## src/mtep_pkg.sv

```systemverilog
// Shared types and constants for the MIDI track event parser.
// No dependencies; used by the interfaces, the top level and the checker.
`default_nettype none

package mtep_pkg;

  localparam int unsigned APB_ADDR_W = 4;
  localparam int unsigned APB_DATA_W = 32;

  // Register word index (paddr[3:2])
  localparam logic [1:0] REG_TRACK_LENGTH  = 2'd0;
  localparam logic [1:0] REG_SYSEX_MAX_LEN = 2'd1;
  localparam logic [1:0] REG_META_KEEP_LEN = 2'd2;

  localparam logic [31:0] TRACK_LENGTH_RST  = 32'd0;
  localparam logic [15:0] SYSEX_MAX_LEN_RST = 16'd256;
  localparam logic [7:0]  META_KEEP_LEN_RST = 8'd15;

  // Status and meta type bytes
  localparam logic [7:0] ST_SYSEX      = 8'hF0;
  localparam logic [7:0] ST_SYSEX_CONT = 8'hF7;
  localparam logic [7:0] ST_META       = 8'hFF;
  localparam logic [7:0] META_EOT      = 8'h2F;
  localparam logic [7:0] META_TEMPO    = 8'h51;
  localparam logic [7:0] META_TIMESIG  = 8'h58;

  // Input item kind
  localparam logic KIND_BYTE    = 1'b0;
  localparam logic KIND_RESTART = 1'b1;

  typedef enum logic [2:0] {
    EVT_CHANNEL = 3'd0,
    EVT_SYSEX   = 3'd1,
    EVT_META    = 3'd2,
    EVT_TEMPO   = 3'd3,
    EVT_TIMESIG = 3'd4,
    EVT_END     = 3'd5,
    EVT_ABORT   = 3'd6
  } evt_kind_e;

  typedef struct packed {
    logic       kind;
    logic [7:0] byte_value;
  } in_item_t;

  typedef struct packed {
    evt_kind_e   event_kind;
    logic [31:0] delta_ticks;
    logic [7:0]  status;
    logic [7:0]  data1;
    logic [7:0]  data2;
    logic [1:0]  msg_bytes;
    logic [7:0]  meta_id;
    logic [31:0] meta_length;
    logic [7:0]  payload_byte;
    logic        payload_valid;
    logic        last;
    logic [23:0] tempo_us;
  } out_item_t;

endpackage

`default_nettype wire

```

## src/mtep_in_if.sv

```systemverilog
// Track byte channel: valid/ready handshake plus one input item.
// Depends on mtep_pkg.
`default_nettype none

interface mtep_in_if
  import mtep_pkg::*;
();
  logic       valid;
  logic       ready;
  logic       kind;
  logic [7:0] byte_value;

  modport source (output valid, kind, byte_value, input ready);
  modport sink   (input valid, kind, byte_value, output ready);
endinterface

`default_nettype wire

```

## src/mtep_out_if.sv

```systemverilog
// Decoded event channel: valid/ready handshake plus one result item.
// Depends on mtep_pkg.
`default_nettype none

interface mtep_out_if
  import mtep_pkg::*;
();
  logic        valid;
  logic        ready;
  evt_kind_e   event_kind;
  logic [31:0] delta_ticks;
  logic [7:0]  status;
  logic [7:0]  data1;
  logic [7:0]  data2;
  logic [1:0]  msg_bytes;
  logic [7:0]  meta_id;
  logic [31:0] meta_length;
  logic [7:0]  payload_byte;
  logic        payload_valid;
  logic        last;
  logic [23:0] tempo_us;

  modport source (output valid, event_kind, delta_ticks, status, data1, data2, msg_bytes,
                  meta_id, meta_length, payload_byte, payload_valid, last, tempo_us,
                  input ready);
  modport sink   (input valid, event_kind, delta_ticks, status, data1, data2, msg_bytes,
                  meta_id, meta_length, payload_byte, payload_valid, last, tempo_us,
                  output ready);
endinterface

`default_nettype wire

```

## src/midi_track_event_parser.sv

```systemverilog
// MIDI track event parser: one track byte in, at most one decoded event out.
// A transferred byte is held in the input register; decode then writes the result
// register. Throughput: one byte per cycle, sustained, as long as the result side
// takes transfers.
// Reset: all parse state cleared, registers to defaults (track 0, sysex 256, keep 15).
// Depends on mtep_pkg, mtep_in_if, mtep_out_if.
`default_nettype none

module midi_track_event_parser
  import mtep_pkg::*;
(
  input  wire logic                  clk_i,
  input  wire logic                  rst_ni,
  mtep_in_if.sink                    byte_i,
  mtep_out_if.source                 event_o,
  input  wire logic                  psel,
  input  wire logic                  penable,
  input  wire logic                  pwrite,
  input  wire logic [APB_ADDR_W-1:0] paddr,
  input  wire logic [APB_DATA_W-1:0] pwdata,
  output logic      [APB_DATA_W-1:0] prdata,
  output logic                       pready
);

  // Parse phases
  localparam logic [3:0] PH_DELTA   = 4'd0;
  localparam logic [3:0] PH_STATUS  = 4'd1;
  localparam logic [3:0] PH_DATA1   = 4'd2;
  localparam logic [3:0] PH_DATA2   = 4'd3;
  localparam logic [3:0] PH_SYSLEN  = 4'd4;
  localparam logic [3:0] PH_SYSDATA = 4'd5;
  localparam logic [3:0] PH_MTYPE   = 4'd6;
  localparam logic [3:0] PH_MLEN    = 4'd7;
  localparam logic [3:0] PH_MDATA   = 4'd8;

  // ---------------------------------------------------------------------------
  // Configuration registers (APB, pready tied high)
  // ---------------------------------------------------------------------------
  logic [31:0] track_length_q;
  logic [15:0] sysex_max_len_q;
  logic [7:0]  meta_keep_len_q;
  logic        cfg_wr;

  assign pready = 1'b1;
  assign cfg_wr = psel & penable & pwrite;

  always_ff @(posedge clk_i or negedge rst_ni) begin
    if (!rst_ni) begin
      track_length_q  <= TRACK_LENGTH_RST;
      sysex_max_len_q <= SYSEX_MAX_LEN_RST;
      meta_keep_len_q <= META_KEEP_LEN_RST;
    end else if (cfg_wr) begin
      case (paddr[3:2])
        REG_TRACK_LENGTH:  track_length_q  <= pwdata;
        REG_SYSEX_MAX_LEN: sysex_max_len_q <= pwdata[15:0];
        REG_META_KEEP_LEN: meta_keep_len_q <= pwdata[7:0];
        default: ;
      endcase
    end
  end

  always_comb begin
    case (paddr[3:2])
      REG_TRACK_LENGTH:  prdata = track_length_q;
      REG_SYSEX_MAX_LEN: prdata = {16'd0, sysex_max_len_q};
      REG_META_KEEP_LEN: prdata = {24'd0, meta_keep_len_q};
      default:           prdata = '0;
    endcase
  end

  // ---------------------------------------------------------------------------
  // Handshake: input register feeds decode; decode writes the result register.
  // Decode proceeds whenever the result register is empty or being drained;
  // a new byte can enter the empty input register while a finished result still waits.
  // ---------------------------------------------------------------------------
  logic      in_valid_q;
  in_item_t  in_q;
  logic      out_valid_q;
  out_item_t out_q;
  logic      advance;
  logic      in_ready;
  logic      decode;
  logic      emit;
  out_item_t res;

  assign advance  = ~out_valid_q | event_o.ready;
  assign in_ready = ~in_valid_q | advance;
  assign decode   = in_valid_q & advance;
  assign byte_i.ready = in_ready;

  always_ff @(posedge clk_i or negedge rst_ni) begin
    if (!rst_ni) begin
      in_valid_q <= 1'b0;
    end else if (in_ready) begin
      in_valid_q <= byte_i.valid;
    end
  end

  always_ff @(posedge clk_i) begin
    if (in_ready && byte_i.valid) begin
      in_q.kind       <= byte_i.kind;
      in_q.byte_value <= byte_i.byte_value;
    end
  end

  always_ff @(posedge clk_i or negedge rst_ni) begin
    if (!rst_ni) begin
      out_valid_q <= 1'b0;
    end else if (advance) begin
      out_valid_q <= decode & emit;
    end
  end

  always_ff @(posedge clk_i) begin
    if (decode && emit) begin
      out_q <= res;
    end
  end

  assign event_o.valid         = out_valid_q;
  assign event_o.event_kind    = out_q.event_kind;
  assign event_o.delta_ticks   = out_q.delta_ticks;
  assign event_o.status        = out_q.status;
  assign event_o.data1         = out_q.data1;
  assign event_o.data2         = out_q.data2;
  assign event_o.msg_bytes     = out_q.msg_bytes;
  assign event_o.meta_id       = out_q.meta_id;
  assign event_o.meta_length   = out_q.meta_length;
  assign event_o.payload_byte  = out_q.payload_byte;
  assign event_o.payload_valid = out_q.payload_valid;
  assign event_o.last          = out_q.last;
  assign event_o.tempo_us      = out_q.tempo_us;

  // ---------------------------------------------------------------------------
  // Parse state
  // pos_q counts payload bytes already read in the meta data phase; it
  // saturates, since only small positions (field bytes, kept bytes) matter.
  // ---------------------------------------------------------------------------
  logic [3:0]  phase_q, phase_d;
  logic [31:0] delta_acc_q, delta_acc_d;
  logic [7:0]  run_status_q, run_status_d;
  logic [1:0]  run_size_q, run_size_d;
  logic [7:0]  held_data_q, held_data_d;
  logic [31:0] byte_offset_q, byte_offset_d;
  logic [31:0] remaining_q, remaining_d;
  logic [7:0]  meta_kind_q, meta_kind_d;
  logic [23:0] field_acc_q, field_acc_d;
  logic        drop_q, drop_d;
  logic        ended_q, ended_d;
  logic [31:0] meta_len_q, meta_len_d;
  logic [8:0]  pos_q, pos_d;

  always_ff @(posedge clk_i or negedge rst_ni) begin
    if (!rst_ni) begin
      phase_q       <= PH_DELTA;
      delta_acc_q   <= '0;
      run_status_q  <= '0;
      run_size_q    <= '0;
      held_data_q   <= '0;
      byte_offset_q <= '0;
      remaining_q   <= '0;
      meta_kind_q   <= '0;
      field_acc_q   <= '0;
      drop_q        <= 1'b0;
      ended_q       <= 1'b0;
      meta_len_q    <= '0;
      pos_q         <= '0;
    end else if (decode) begin
      phase_q       <= phase_d;
      delta_acc_q   <= delta_acc_d;
      run_status_q  <= run_status_d;
      run_size_q    <= run_size_d;
      held_data_q   <= held_data_d;
      byte_offset_q <= byte_offset_d;
      remaining_q   <= remaining_d;
      meta_kind_q   <= meta_kind_d;
      field_acc_q   <= field_acc_d;
      drop_q        <= drop_d;
      ended_q       <= ended_d;
      meta_len_q    <= meta_len_d;
      pos_q         <= pos_d;
    end
  end

  // ---------------------------------------------------------------------------
  // Decode: one byte against the current phase
  // ---------------------------------------------------------------------------
  logic [7:0]  b;
  logic [31:0] rem_vlq;   // remaining with this byte's 7 bits shifted in
  logic [31:0] rem_dec;
  logic        rem_last;
  logic        finish;
  logic [23:0] acc_new;

  assign b        = in_q.byte_value;
  assign rem_vlq  = {remaining_q[24:0], b[6:0]};
  assign rem_dec  = remaining_q - 32'd1;
  assign rem_last = (rem_dec == 32'd0);
  assign acc_new  = {field_acc_q[15:0], b};

  always_comb begin
    phase_d       = phase_q;
    delta_acc_d   = delta_acc_q;
    run_status_d  = run_status_q;
    run_size_d    = run_size_q;
    held_data_d   = held_data_q;
    byte_offset_d = byte_offset_q;
    remaining_d   = remaining_q;
    meta_kind_d   = meta_kind_q;
    field_acc_d   = field_acc_q;
    drop_d        = drop_q;
    ended_d       = ended_q;
    meta_len_d    = meta_len_q;
    pos_d         = pos_q;
    finish        = 1'b0;
    emit          = 1'b0;
    res             = '0;
    res.delta_ticks = delta_acc_q;

    if (in_q.kind == KIND_RESTART) begin
      // running status and registers survive a restart
      phase_d       = PH_DELTA;
      delta_acc_d   = '0;
      held_data_d   = '0;
      byte_offset_d = '0;
      remaining_d   = '0;
      meta_kind_d   = '0;
      field_acc_d   = '0;
      drop_d        = 1'b0;
      ended_d       = 1'b0;
      meta_len_d    = '0;
      pos_d         = '0;
    end else if (!ended_q) begin
      byte_offset_d = byte_offset_q + 32'd1;
      case (phase_q)
        PH_DELTA: begin
          delta_acc_d = {delta_acc_q[24:0], b[6:0]};
          if (!b[7]) phase_d = PH_STATUS;
        end

        PH_STATUS: begin
          if (!b[7]) begin
            // data byte: running status, possibly none seen yet
            if (run_size_q == 2'd3) begin
              held_data_d = b;
              phase_d     = PH_DATA2;
            end else begin
              emit          = 1'b1;
              res.event_kind = EVT_CHANNEL;
              res.status    = run_status_q;
              res.data1     = b;
              res.msg_bytes = run_size_q;
              res.last      = 1'b1;
              finish        = 1'b1;
            end
          end else if (b[7:4] != 4'hF) begin
            run_status_d = b;
            run_size_d   = (b[7:5] == 3'b110) ? 2'd2 : 2'd3;
            phase_d      = PH_DATA1;
          end else if (b == ST_SYSEX || b == ST_SYSEX_CONT) begin
            meta_kind_d = b;
            remaining_d = '0;
            phase_d     = PH_SYSLEN;
          end else if (b == ST_META) begin
            phase_d = PH_MTYPE;
          end else begin
            // unknown system status: abort the track
            emit           = 1'b1;
            res.event_kind = EVT_ABORT;
            res.status     = b;
            res.last       = 1'b1;
            ended_d        = 1'b1;
            phase_d        = PH_DELTA;
          end
        end

        PH_DATA1: begin
          if (run_size_q == 2'd3) begin
            held_data_d = b;
            phase_d     = PH_DATA2;
          end else begin
            emit           = 1'b1;
            res.event_kind = EVT_CHANNEL;
            res.status     = run_status_q;
            res.data1      = b;
            res.msg_bytes  = run_size_q;
            res.last       = 1'b1;
            finish         = 1'b1;
          end
        end

        PH_DATA2: begin
          emit           = 1'b1;
          res.event_kind = EVT_CHANNEL;
          res.status     = run_status_q;
          res.data1      = held_data_q;
          res.data2      = b;
          res.msg_bytes  = run_size_q;
          res.last       = 1'b1;
          finish         = 1'b1;
        end

        PH_SYSLEN: begin
          remaining_d = rem_vlq;
          if (!b[7]) begin
            meta_len_d = rem_vlq;
            // size counts the F0 byte itself when the event starts with F0
            if (meta_kind_q == ST_SYSEX) drop_d = (rem_vlq >= {16'd0, sysex_max_len_q});
            else                         drop_d = (rem_vlq >  {16'd0, sysex_max_len_q});
            if (!drop_d) begin
              if (meta_kind_q == ST_SYSEX) begin
                emit              = 1'b1;
                res.event_kind    = EVT_SYSEX;
                res.status        = ST_SYSEX;
                res.meta_length   = rem_vlq;
                res.payload_byte  = ST_SYSEX;
                res.payload_valid = 1'b1;
                res.last          = (rem_vlq == 32'd0);
              end else if (rem_vlq == 32'd0) begin
                emit           = 1'b1;
                res.event_kind = EVT_SYSEX;
                res.status     = ST_SYSEX_CONT;
                res.last       = 1'b1;
              end
            end
            if (rem_vlq == 32'd0) finish  = 1'b1;
            else                  phase_d = PH_SYSDATA;
          end
        end

        PH_SYSDATA: begin
          remaining_d = rem_dec;
          if (!drop_q) begin
            emit              = 1'b1;
            res.event_kind    = EVT_SYSEX;
            res.status        = meta_kind_q;
            res.meta_length   = meta_len_q;
            res.payload_byte  = b;
            res.payload_valid = 1'b1;
            res.last          = rem_last;
          end
          if (rem_last) finish = 1'b1;
        end

        PH_MTYPE: begin
          meta_kind_d = b;
          remaining_d = '0;
          phase_d     = PH_MLEN;
        end

        PH_MLEN: begin
          remaining_d = rem_vlq;
          if (!b[7]) begin
            meta_len_d  = rem_vlq;
            field_acc_d = '0;
            held_data_d = '0;
            pos_d       = '0;
            if (meta_kind_q == META_EOT) begin
              // reported at the length byte; payload never read
              emit            = 1'b1;
              res.event_kind  = EVT_END;
              res.status      = ST_META;
              res.meta_id     = META_EOT;
              res.meta_length = rem_vlq;
              res.last        = 1'b1;
              ended_d         = 1'b1;
              phase_d         = PH_DELTA;
              delta_acc_d     = '0;
              remaining_d     = '0;
            end else begin
              if (meta_kind_q == META_TEMPO || meta_kind_q == META_TIMESIG) begin
                if (rem_vlq == 32'd0) begin
                  emit            = 1'b1;
                  res.event_kind  = (meta_kind_q == META_TEMPO) ? EVT_TEMPO : EVT_TIMESIG;
                  res.status      = ST_META;
                  res.meta_id     = meta_kind_q;
                  res.last        = 1'b1;
                end
              end else if (rem_vlq == 32'd0 || meta_keep_len_q == 8'd0) begin
                emit            = 1'b1;
                res.event_kind  = EVT_META;
                res.status      = ST_META;
                res.meta_id     = meta_kind_q;
                res.meta_length = rem_vlq;
                res.last        = 1'b1;
              end
              if (rem_vlq == 32'd0) finish  = 1'b1;
              else                  phase_d = PH_MDATA;
            end
          end
        end

        PH_MDATA: begin
          remaining_d = rem_dec;
          pos_d       = (pos_q == '1) ? pos_q : pos_q + 9'd1;
          if (meta_kind_q == META_TEMPO) begin
            if (pos_q < 9'd3) begin
              field_acc_d = acc_new;
              if (pos_q == 9'd2 || rem_last) begin
                // short tempo: missing low bytes read as zero
                emit            = 1'b1;
                res.event_kind  = EVT_TEMPO;
                res.status      = ST_META;
                res.meta_id     = META_TEMPO;
                res.meta_length = meta_len_q;
                res.last        = 1'b1;
                if (pos_q == 9'd0)      res.tempo_us = {acc_new[7:0], 16'd0};
                else if (pos_q == 9'd1) res.tempo_us = {acc_new[15:0], 8'd0};
                else                    res.tempo_us = acc_new;
              end
            end
          end else if (meta_kind_q == META_TIMESIG) begin
            if (pos_q == 9'd0) begin
              held_data_d = b;
              if (rem_last) begin
                emit            = 1'b1;
                res.event_kind  = EVT_TIMESIG;
                res.status      = ST_META;
                res.meta_id     = META_TIMESIG;
                res.meta_length = meta_len_q;
                res.data1       = b;
                res.last        = 1'b1;
              end
            end else if (pos_q == 9'd1) begin
              emit            = 1'b1;
              res.event_kind  = EVT_TIMESIG;
              res.status      = ST_META;
              res.meta_id     = META_TIMESIG;
              res.meta_length = meta_len_q;
              res.data1       = held_data_q;
              res.data2       = b;
              res.last        = 1'b1;
            end
          end else if (pos_q < {1'b0, meta_keep_len_q}) begin
            // kept bytes end at the keep limit or at the end of the payload
            emit              = 1'b1;
            res.event_kind    = EVT_META;
            res.status        = ST_META;
            res.meta_id       = meta_kind_q;
            res.meta_length   = meta_len_q;
            res.payload_byte  = b;
            res.payload_valid = 1'b1;
            res.last          = (pos_q + 9'd1 == {1'b0, meta_keep_len_q}) || rem_last;
          end
          if (rem_last) finish = 1'b1;
        end

        default: phase_d = PH_DELTA;
      endcase

      if (finish) begin
        phase_d     = PH_DELTA;
        delta_acc_d = '0;
        remaining_d = '0;
        if (byte_offset_d >= track_length_q) ended_d = 1'b1;
      end
    end
  end

endmodule

`default_nettype wire

```

## src/flat_wrapper.sv

```systemverilog
// flat-port wrapper written by rule: the top's interface ports become plain ports
module midi_track_event_parser_flat import mtep_pkg::*;
  (clk_i, rst_ni, psel, penable, pwrite, paddr, pwdata, prdata, pready, byte_i_valid, byte_i_kind, byte_i_byte_value, byte_i_ready, event_o_valid, event_o_event_kind, event_o_delta_ticks, event_o_status, event_o_data1, event_o_data2, event_o_msg_bytes, event_o_meta_id, event_o_meta_length, event_o_payload_byte, event_o_payload_valid, event_o_last, event_o_tempo_us, event_o_ready);
  mtep_in_if byte_i_i ();
  mtep_out_if event_o_i ();
  input  wire logic clk_i;
  input  wire logic rst_ni;
  input  wire logic psel;
  input  wire logic penable;
  input  wire logic pwrite;
  input  wire logic [APB_ADDR_W-1:0] paddr;
  input  wire logic [APB_DATA_W-1:0] pwdata;
  output logic      [APB_DATA_W-1:0] prdata;
  output logic pready;
  input wire logic [$bits(byte_i_i.valid)-1:0] byte_i_valid;
  input wire logic [$bits(byte_i_i.kind)-1:0] byte_i_kind;
  input wire logic [$bits(byte_i_i.byte_value)-1:0] byte_i_byte_value;
  output wire logic [$bits(byte_i_i.ready)-1:0] byte_i_ready;
  output wire logic [$bits(event_o_i.valid)-1:0] event_o_valid;
  output wire logic [$bits(event_o_i.event_kind)-1:0] event_o_event_kind;
  output wire logic [$bits(event_o_i.delta_ticks)-1:0] event_o_delta_ticks;
  output wire logic [$bits(event_o_i.status)-1:0] event_o_status;
  output wire logic [$bits(event_o_i.data1)-1:0] event_o_data1;
  output wire logic [$bits(event_o_i.data2)-1:0] event_o_data2;
  output wire logic [$bits(event_o_i.msg_bytes)-1:0] event_o_msg_bytes;
  output wire logic [$bits(event_o_i.meta_id)-1:0] event_o_meta_id;
  output wire logic [$bits(event_o_i.meta_length)-1:0] event_o_meta_length;
  output wire logic [$bits(event_o_i.payload_byte)-1:0] event_o_payload_byte;
  output wire logic [$bits(event_o_i.payload_valid)-1:0] event_o_payload_valid;
  output wire logic [$bits(event_o_i.last)-1:0] event_o_last;
  output wire logic [$bits(event_o_i.tempo_us)-1:0] event_o_tempo_us;
  input wire logic [$bits(event_o_i.ready)-1:0] event_o_ready;
  assign byte_i_i.valid = byte_i_valid;
  assign byte_i_i.kind = byte_i_kind;
  assign byte_i_i.byte_value = byte_i_byte_value;
  assign byte_i_ready = byte_i_i.ready;
  assign event_o_valid = event_o_i.valid;
  assign event_o_event_kind = event_o_i.event_kind;
  assign event_o_delta_ticks = event_o_i.delta_ticks;
  assign event_o_status = event_o_i.status;
  assign event_o_data1 = event_o_i.data1;
  assign event_o_data2 = event_o_i.data2;
  assign event_o_msg_bytes = event_o_i.msg_bytes;
  assign event_o_meta_id = event_o_i.meta_id;
  assign event_o_meta_length = event_o_i.meta_length;
  assign event_o_payload_byte = event_o_i.payload_byte;
  assign event_o_payload_valid = event_o_i.payload_valid;
  assign event_o_last = event_o_i.last;
  assign event_o_tempo_us = event_o_i.tempo_us;
  assign event_o_i.ready = event_o_ready;
  midi_track_event_parser u_core (.clk_i(clk_i), .rst_ni(rst_ni), .byte_i(byte_i_i), .event_o(event_o_i), .psel(psel), .penable(penable), .pwrite(pwrite), .paddr(paddr), .pwdata(pwdata), .prdata(prdata), .pready(pready));
endmodule
```

## config.mk

```make
export PLATFORM = sky130hd
export DESIGN_NAME = midi_track_event_parser_flat
export DESIGN_NICKNAME = d
export VERILOG_FILES = /design/src/mtep_pkg.sv /design/src/mtep_in_if.sv /design/src/mtep_out_if.sv /design/src/midi_track_event_parser.sv /design/src/flat_wrapper.sv
export SDC_FILE = /design/constraint.sdc
export NUM_CORES = 1
export LEC_CHECK = 0
export BUFFER_PORTS_ARGS = -buffer_cell sky130_fd_sc_hd__clkbuf_2
export CORE_ASPECT_RATIO = 1.25
export CORE_UTILIZATION = 42
export DETAILED_ROUTE_END_ITERATION = 10
export HOLD_SLACK_MARGIN = 0.12
export PLACE_DENSITY = 0.67
export SKIP_LAST_GASP = 1
export SLEW_MARGIN = 10
export SYNTH_ARGS = -nofsm -noshare
export SYNTH_HDL_FRONTEND = slang
export SYNTH_SLANG_ARGS = --single-unit
```

## constraint.sdc

```tcl
create_clock -name clk_i -period 14.1 [get_ports clk_i]
set_clock_uncertainty 0.15 [all_clocks]
set_input_delay 0.705 -clock clk_i [delete_from_list [all_inputs] [get_ports clk_i]]
set_output_delay 0.705 -clock clk_i [all_outputs]
set_load 0.01 [all_outputs]
```

==> run summary, run 1 <==
Run status: complete, no violations
# rows: 90
Via count: 17.5k
R2R Path Start: u_core.remaining_q[0]
Worst skew pair latency: 0.57 ns
Worst Path Buf+Inv: 3
Crit path launch type: register
Post-layout nets: 2408
RSZ-0062 raised after global routing: no
Fillers: 4479
CP top delay family: simple AND/OR/NAND/NOR gates
Hold WC Path Type: primary input to register
CP max-delay cell: buf_4
Die area: 0.0502 mm^2
Vias per std cell: 5.90
Root Buffer: clkbuf_16
Synthesized net count: 2262
Internal reg-to-reg setup slack: 7.95 ns
Post-layout util: 48.9%
Die height: 250 um
Crit path depth: 12
Final Cycle Share: 43.6%
Synth area leaders: dfrtp_1 (29%), edfxtp_1 (21%), nand2_1 (6.3%), o21ai_0 (4.5%), ha_1 (3.9%)
Tmin final: 6.15 ns
Synthesis-to-finish area growth: 14.4%
Total CTS buffers: 40
Layout cells sized above 1: 17.5%
CTS tree: done
Met1 GRT Util: 29.7%
Detailed Place HPWL: 40900 um
Placer congestion estimate: 0.943
Met3 Use GR: 4.25%
Initial antenna violation count: 3
Cell Count, Final, Fillers Out: 2968
FF-to-FF path depth: 12
Tot GR Track Use: 24.0%
Buffer depth of the longest clock path: 3
Gate Count Post-Synth: 2146
Max Cap Viol: 0
TNS Setup: 0 ns
Sink Count: 386
Gr busiest metal: met2
P per Cell Area: 132 mW/mm^2
Placed cells: 2893
Leakage power: 10.5 nW
Setup violations, final: 0
Register area share after synthesis: 50.1%
CP cell instances: inv_1 > ha_1 > nor4b_2 > nand4_2 > nor4_1 > xor2_1 > nor4_1 > and4b_1 > a2111oi_2 > a211oi_4 > buf_4 > buf_4
Final wirelength: 60700 um
I/O pins: 222
CP Class: register to register
Remaining antenna violation count: 0
Most frequent cells after synthesis: nand2_1 (345), dfrtp_1 (237), o21ai_0 (187)
Post-synth ARST share: 62.7%
Reg2reg end: u_core.event_o.data1[2]
Remaining Overflow, GRT: 0
First-pass GRT wire length: 95600 um
Primary FF master, synth: dfrtp_1
Slew @ Worst Pin: 1.16 ns
Cell accounting for the most synthesized area: dfrtp_1
Crit path from: u_core.remaining_q[0]
End of the critical path: u_core.event_o.data1[2]
Clock slew at reported path FFs: 0.07 ns
Highest net fanout along the worst path: 75
Post-Syn Area: 0.0207 mm^2
Initial Util: 42.8%
Mapped Avg Cell Area: 9.65 um^2
DRC violations left: 0
Largest net degree at the start of global routing: 124
Crit-path max cell delay: 0.81 ns
Critical Path End Type: register
Data arrival, critical path: 6.18 ns
Vias in the first global route: 17.0k
Distinct cells, synth: 86
Initial DRT Pass Iterations: 5
H-Tree Depth: 2
Yosys warns: 0
Number of DRC markers in iteration 0: 1279
Wire per inst: 20.4 um
Slew HR: 22.4%
Count of input and output buffers: 218
Max-slew violations: 0
Fmax: 163 MHz
Most common cell in the synthesized netlist: nand2_1
EDFF count, synth: 144
Die X-Extent: 201 um
Flops & latches, synth: 386
Core area: 0.0484 mm^2
Fin. Hold Viols: 0
Post-synth top area share: 28.6%
VDD IR-drop max: 79.4 uV
Critical Path RT: 14.13 ns
Grt met2 use: 41.3%
Cts repair resizes: 0
## worst min-delay path by stage
stage	from	endpoint	slack, ns	cells after the start
after floorplan	rst_ni	u_core.byte_offset_q[0]	0.26	0
after global placement	u_core.meta_len_q[9]	u_core.meta_len_q[9]	0.30	2
after detailed placement	u_core.meta_len_q[17]	u_core.meta_len_q[17]	0.31	2
after CTS	byte_i_byte_value[4]	u_core.b[4]	0.13	1
after global routing	byte_i_byte_value[5]	u_core.b[5]	0.14	1
final	byte_i_byte_value[4]	u_core.b[4]	0.16	1
## cell families (layout without fill, tap and decap cells)
kind of cell | count (synthesis) | in the layout | share of synthesized area [%]
mux | 41 | 41 | 2.04
buf+inv | 223 | 400 | 4.37
compound gates | 571 | 571 | 18.3
simple gates | 801 | 801 | 18.7
other cells | 1 | 2 | 0.0181
xor+xnor | 59 | 59 | 2.49
flops | 386 | 386 | 50.1
fa+ha+maj | 64 | 64 | 3.87
## power by group
group | switching (mW) | internal, mW | total (mW) | leakage (nW)
clock | 0.455 | 0.612 | 1.07 | 0.630
sequential | 0.117 | 1.30 | 1.42 | 4.54
combinational | 0.419 | 0.210 | 0.630 | 5.32
total | 0.992 | 2.13 | 3.12 | 10.5
## per-layer routing
| metal | share of wire (%) | vias up | wire length (um) |
|---|---|---|---|
| li1 | - | 8104 | - |
| met1 | 40 | 8493 | 24300 |
| met2 | 49 | 756 | 29700 |
| met3 | 7.1 | 161 | 4330 |
| met4 | 3.8 | 4 | 2300 |
| met5 | 0.041 | - | 25 |
## through the flow
| step | setup WS (ns) | cell area, um^2 | total power, mW | hold WS (ns) |
|---|---|---|---|---|
| 4_1_cts | 8.02 | 23700 | 3.13 | 0.132 |
| 5_1_grt | 7.56 | 23700 | 3.26 | 0.142 |
| 3_3_place_gp | 8.13 | 22400 | 2.04 | 0.299 |
| 6_report | 7.95 | 23700 | 3.12 | 0.160 |
| 3_5_place_dp | 8.04 | 22400 | 2.06 | 0.306 |
| 2_1_floorplan | 0.478 | 20700 | 1.83 | 0.259 |
## layout by cell type (no fill, tap or decap), drive strengths merged, types with 11 or more instances in the layout
master,instances
a211oi,16
a21o,45
a21oi,92
a22o,50
a22oi,28
and2,13
and3,34
buf,42
clkbuf,276
dfrtp,237
edfxtp,144
ha,64
inv,70
mux2i,31
nand2,345
nand2b,12
nand3,68
nand4,50
nor2,114
nor2b,11
nor3,63
nor3b,13
nor4,18
o211ai,15
o21ai,212
o31ai,22
or4,11
xnor2,31
xor2,28
## cell type report
type	count	area, um^2	share of cell area (%)
timing repair buffer	260	1420	5.99
inverter	67	251	1.06
sequential	386	10400	43.8
clock inverter	14	174	0.734
multi-input combinational	1537	9540	40.2
clock buffer	59	1120	4.74
tap	644	806	3.40
antenna	1	2.50	0.0106
## what timing repair did
| item | 4_1_cts | 5_1_grt |
|---|---|---|
| buffers inserted | 0 | 0 |
| hold buffers | 1 | 0 |
| hold endpoints to repair | 1 | 0 |
| setup endpoints to repair | 0 | 0 |
## state kept, by name, indices dropped and copies added, names as in the netlist, 8 cells and up
register                     flops
u_core.b                         8
u_core.byte_offset_q            32
u_core.delta_acc_q              32
u_core.event_o.data1             8
u_core.event_o.data2             8
u_core.event_o.delta_ticks      32
u_core.event_o.meta_id           8
u_core.event_o.meta_length      32
u_core.event_o.payload_byte      8
u_core.event_o.status            8
u_core.event_o.tempo_us         24
u_core.field_acc_q              16
u_core.held_data_q               8
u_core.meta_keep_len_q           8
u_core.meta_kind_q               8
u_core.meta_len_q               32
u_core.pos_q                     9
u_core.remaining_q              32
u_core.run_status_q              8
u_core.sysex_max_len_q          16
u_core.track_length_q           32
(Power assumes the default switching activity.)
==> run 2: changes to the inputs <==
Settings changed: ABC_AREA set to 1, PLACE_DENSITY 0.67 to 0.64.
Clock period 14.1 ns to 5.7 ns, I/O delays scaled along.
==> run summary, run 2 <==
Post-layout nets: 2998
Combinational share of power: 16.6%
Final Power: 7.35 mW
Total CTS buffers: 41
Critical Path End Type: register
Clk network pwr share: 37.7%
Cell accounting for the most synthesized area: dfrtp_1
Post-Syn Area: 0.0212 mm^2
Sink Count: 386
Postcts setup bufs: 0
Tot GR Track Use: 24.8%
Most common cell in the synthesized netlist: nand2_1
Core area: 0.0496 mm^2
Leakage power: 11.6 nW
Root Buffer: clkbuf_16
Via count: 18.7k
Die X-Extent: 203 um
Flops & latches, synth: 386
Count of input and output buffers: 218
Yosys warns: 0
Register area share after synthesis: 49.0%
H-Tree Depth: 2
CP Class: register to register
Tmin final: 4.64 ns
Final Cycle Share: 81.4%
Wire per inst: 17.8 um
Crit path launch type: register
Vias per std cell: 5.25
Setup violations, final: 0
VDD IR-drop max: 230 uV
CTS tree: done
Clock slew at reported path FFs: 0.06 ns
Detailed Place HPWL: 47100 um
Post-synth ARST share: 62.7%
First-pass GRT wire length: 99500 um
Synth area leaders: dfrtp_1 (28%), edfxtp_1 (20%), nand2_1 (11%), inv_1 (5.9%), nor2_1 (5.3%)
Max-slew violations: 0
FF+latch area: 0.0104 mm^2
Synthesis-to-finish area growth: 16.6%
Primary FF master, synth: dfrtp_1
Multi-input gate area: 0.00899 mm^2
Switching fraction of total power: 30.0%
Worst skew pair latency: 0.59 ns
Die height: 253 um
Sequential share of power: 45.7%
Commonest non-fill, non-tap cell in the layout: nand2_1
P per Cell Area: 297 mW/mm^2
TNS Setup: 0 ns
Remaining antenna violation count: 0
Fmax: 216 MHz
Number of DRC markers in iteration 0: 1544
Layout cells sized above 1: 13.9%
Initial DRT Pass Iterations: 5
# rows: 91
Initial Util: 42.7%
Placer congestion estimate: 0.959
Buffer depth of the longest clock path: 3
Synthesized net count: 2772
Max Cap Viol: 0
Cts repair resizes: 0
Initial antenna violation count: 0
Fillers: 4818
Post-synth top area share: 28.0%
Remaining Overflow, GRT: 0
DRC violations left: 0
EDFF count, synth: 144
Data arrival, critical path: 4.94 ns
Run status: complete, no violations
Slew @ Worst Pin: 1.28 ns
Internal: 5.14 mW
Design Area, Final: 0.0247 mm^2
Final wirelength: 63600 um
Internal reg-to-reg setup slack: 1.06 ns
Hold WC Path Type: primary input to asynchronous set/reset pin
I/O pins: 222
Distinct cells, synth: 62
Diodes inserted: 0
Placed Instance Area: 0.0229 mm^2
Die area: 0.0514 mm^2
Most frequent cells after synthesis: nand2_1 (637), inv_1 (335), nor2_1 (298)
Vias in the first global route: 17.9k
Sw Pwr: 2.21 mW
Largest net degree at the start of global routing: 74
Fin. Hold Viols: 0
Gate Count Post-Synth: 2656
RSZ-0062 raised after global routing: no
Mapped Avg Cell Area: 7.99 um^2
Most frequent cells in the layout: nand2_1 (636), inv_1 (334), nor2_1 (298), dfrtp_1 (237), clkbuf_2 (217)
Highest net fanout along the worst path: 4
Critical Path RT: 6.01 ns
Slew HR: 14.0%
## run 2: metrics by stage
step           util, %  setup WS, ns  instances  hold slack, ns
2_1_floorplan        -         0.280       2656          -0.161
3_3_place_gp      46.1          1.22       3444           0.147
3_5_place_dp      46.1          1.21       3444           0.153
4_1_cts           49.8          1.20       3566           0.122
5_1_grt           49.8         0.759       3566           0.175
6_report          49.8          1.06       3566           0.122
## run 2: cell families (layout without fill, tap and decap cells)
logic type	after synthesis	count (layout)	share of synthesized area (%)
and+or+nand+nor	1295	1295	26.5
buffers and inverters	463	722	8.68
AOI/OAI and AO/OA	425	425	11.2
DFF	386	386	49.0
adders and majority gates	64	64	3.77
xor gates and xnor gates	22	22	0.908
other	1	1	0.0177
## run 2: final cells by class
class / count / area share (%)
clock inverter: 18 / 1.02
clock buffer: 58 / 4.69
tap: 651 / 3.29
multi-input combinational: 1807 / 36.4
sequential: 386 / 42.0
timing repair buffer: 293 / 7.29
inverter: 353 / 5.37
## run 2: layer usage
| layer | track usage [%] | wire, um | share of wire [%] |
|---|---|---|---|
| met5 | 0 | 0 | 0 |
| met3 | 3.73 | 3890 | 6.1 |
| met2 | 41.5 | 30400 | 48 |
| met4 | 9.67 | 2320 | 3.7 |
| met1 | 32.3 | 27100 | 43 |
## run 2: path summary, 6_finish.rpt
check | start | to | depth (start not counted)
worst max register to register | u_core.byte_offset_q[0] | u_core.ended_q | 23
max in group asynchronous | rst_ni | u_core.remaining_q[28] | 3
worst min register to register | u_core.delta_acc_q[30] | u_core.event_o.delta_ticks[30] | 0
worst max-delay path | u_core.byte_offset_q[0] | u_core.ended_q | 23
min in group clk_i | u_core.delta_acc_q[30] | u_core.event_o.delta_ticks[30] | 0
worst min-delay path | rst_ni | u_core.track_length_q[26] | 2
## run 2: critical path, cell delays in order, from the launching register on
cell and delay [ns]:
dfrtp_1 0.37, ha_1 0.19, nand3_1 0.14, nor2_1 0.22
nand4_1 0.15, nor2_1 0.15, nand3_1 0.12, nor4_1 0.39
nand2_1 0.23, nor2_1 0.18, nand2_1 0.11, nor2_1 0.15
nand3_1 0.11, nand2_1 0.10, inv_1 0.05, ha_1 0.30
nand4_1 0.09, nor3_1 0.08, a221oi_1 0.67, nand3_1 0.25
nand2_1 0.12, nand2_1 0.05, nand2_1 0.06, a21boi_0 0.07
## run 2: timing repair
item	CTS	global route
setup endpoints to repair	0	0
hold buffers	46	0
hold endpoints to repair	137	0
## run 2: power by group through the flow
stage / logic, mW / clock network (mW) / registers (mW)
after global routing: 1.37 / 2.95 / 3.39
final: 1.22 / 2.77 / 3.36
after detailed placement: 1.18 / 0 / 3.40
after floorplan: 0.802 / 0 / 3.34
after CTS: 1.21 / 2.84 / 3.35
after global placement: 1.16 / 0 / 3.40
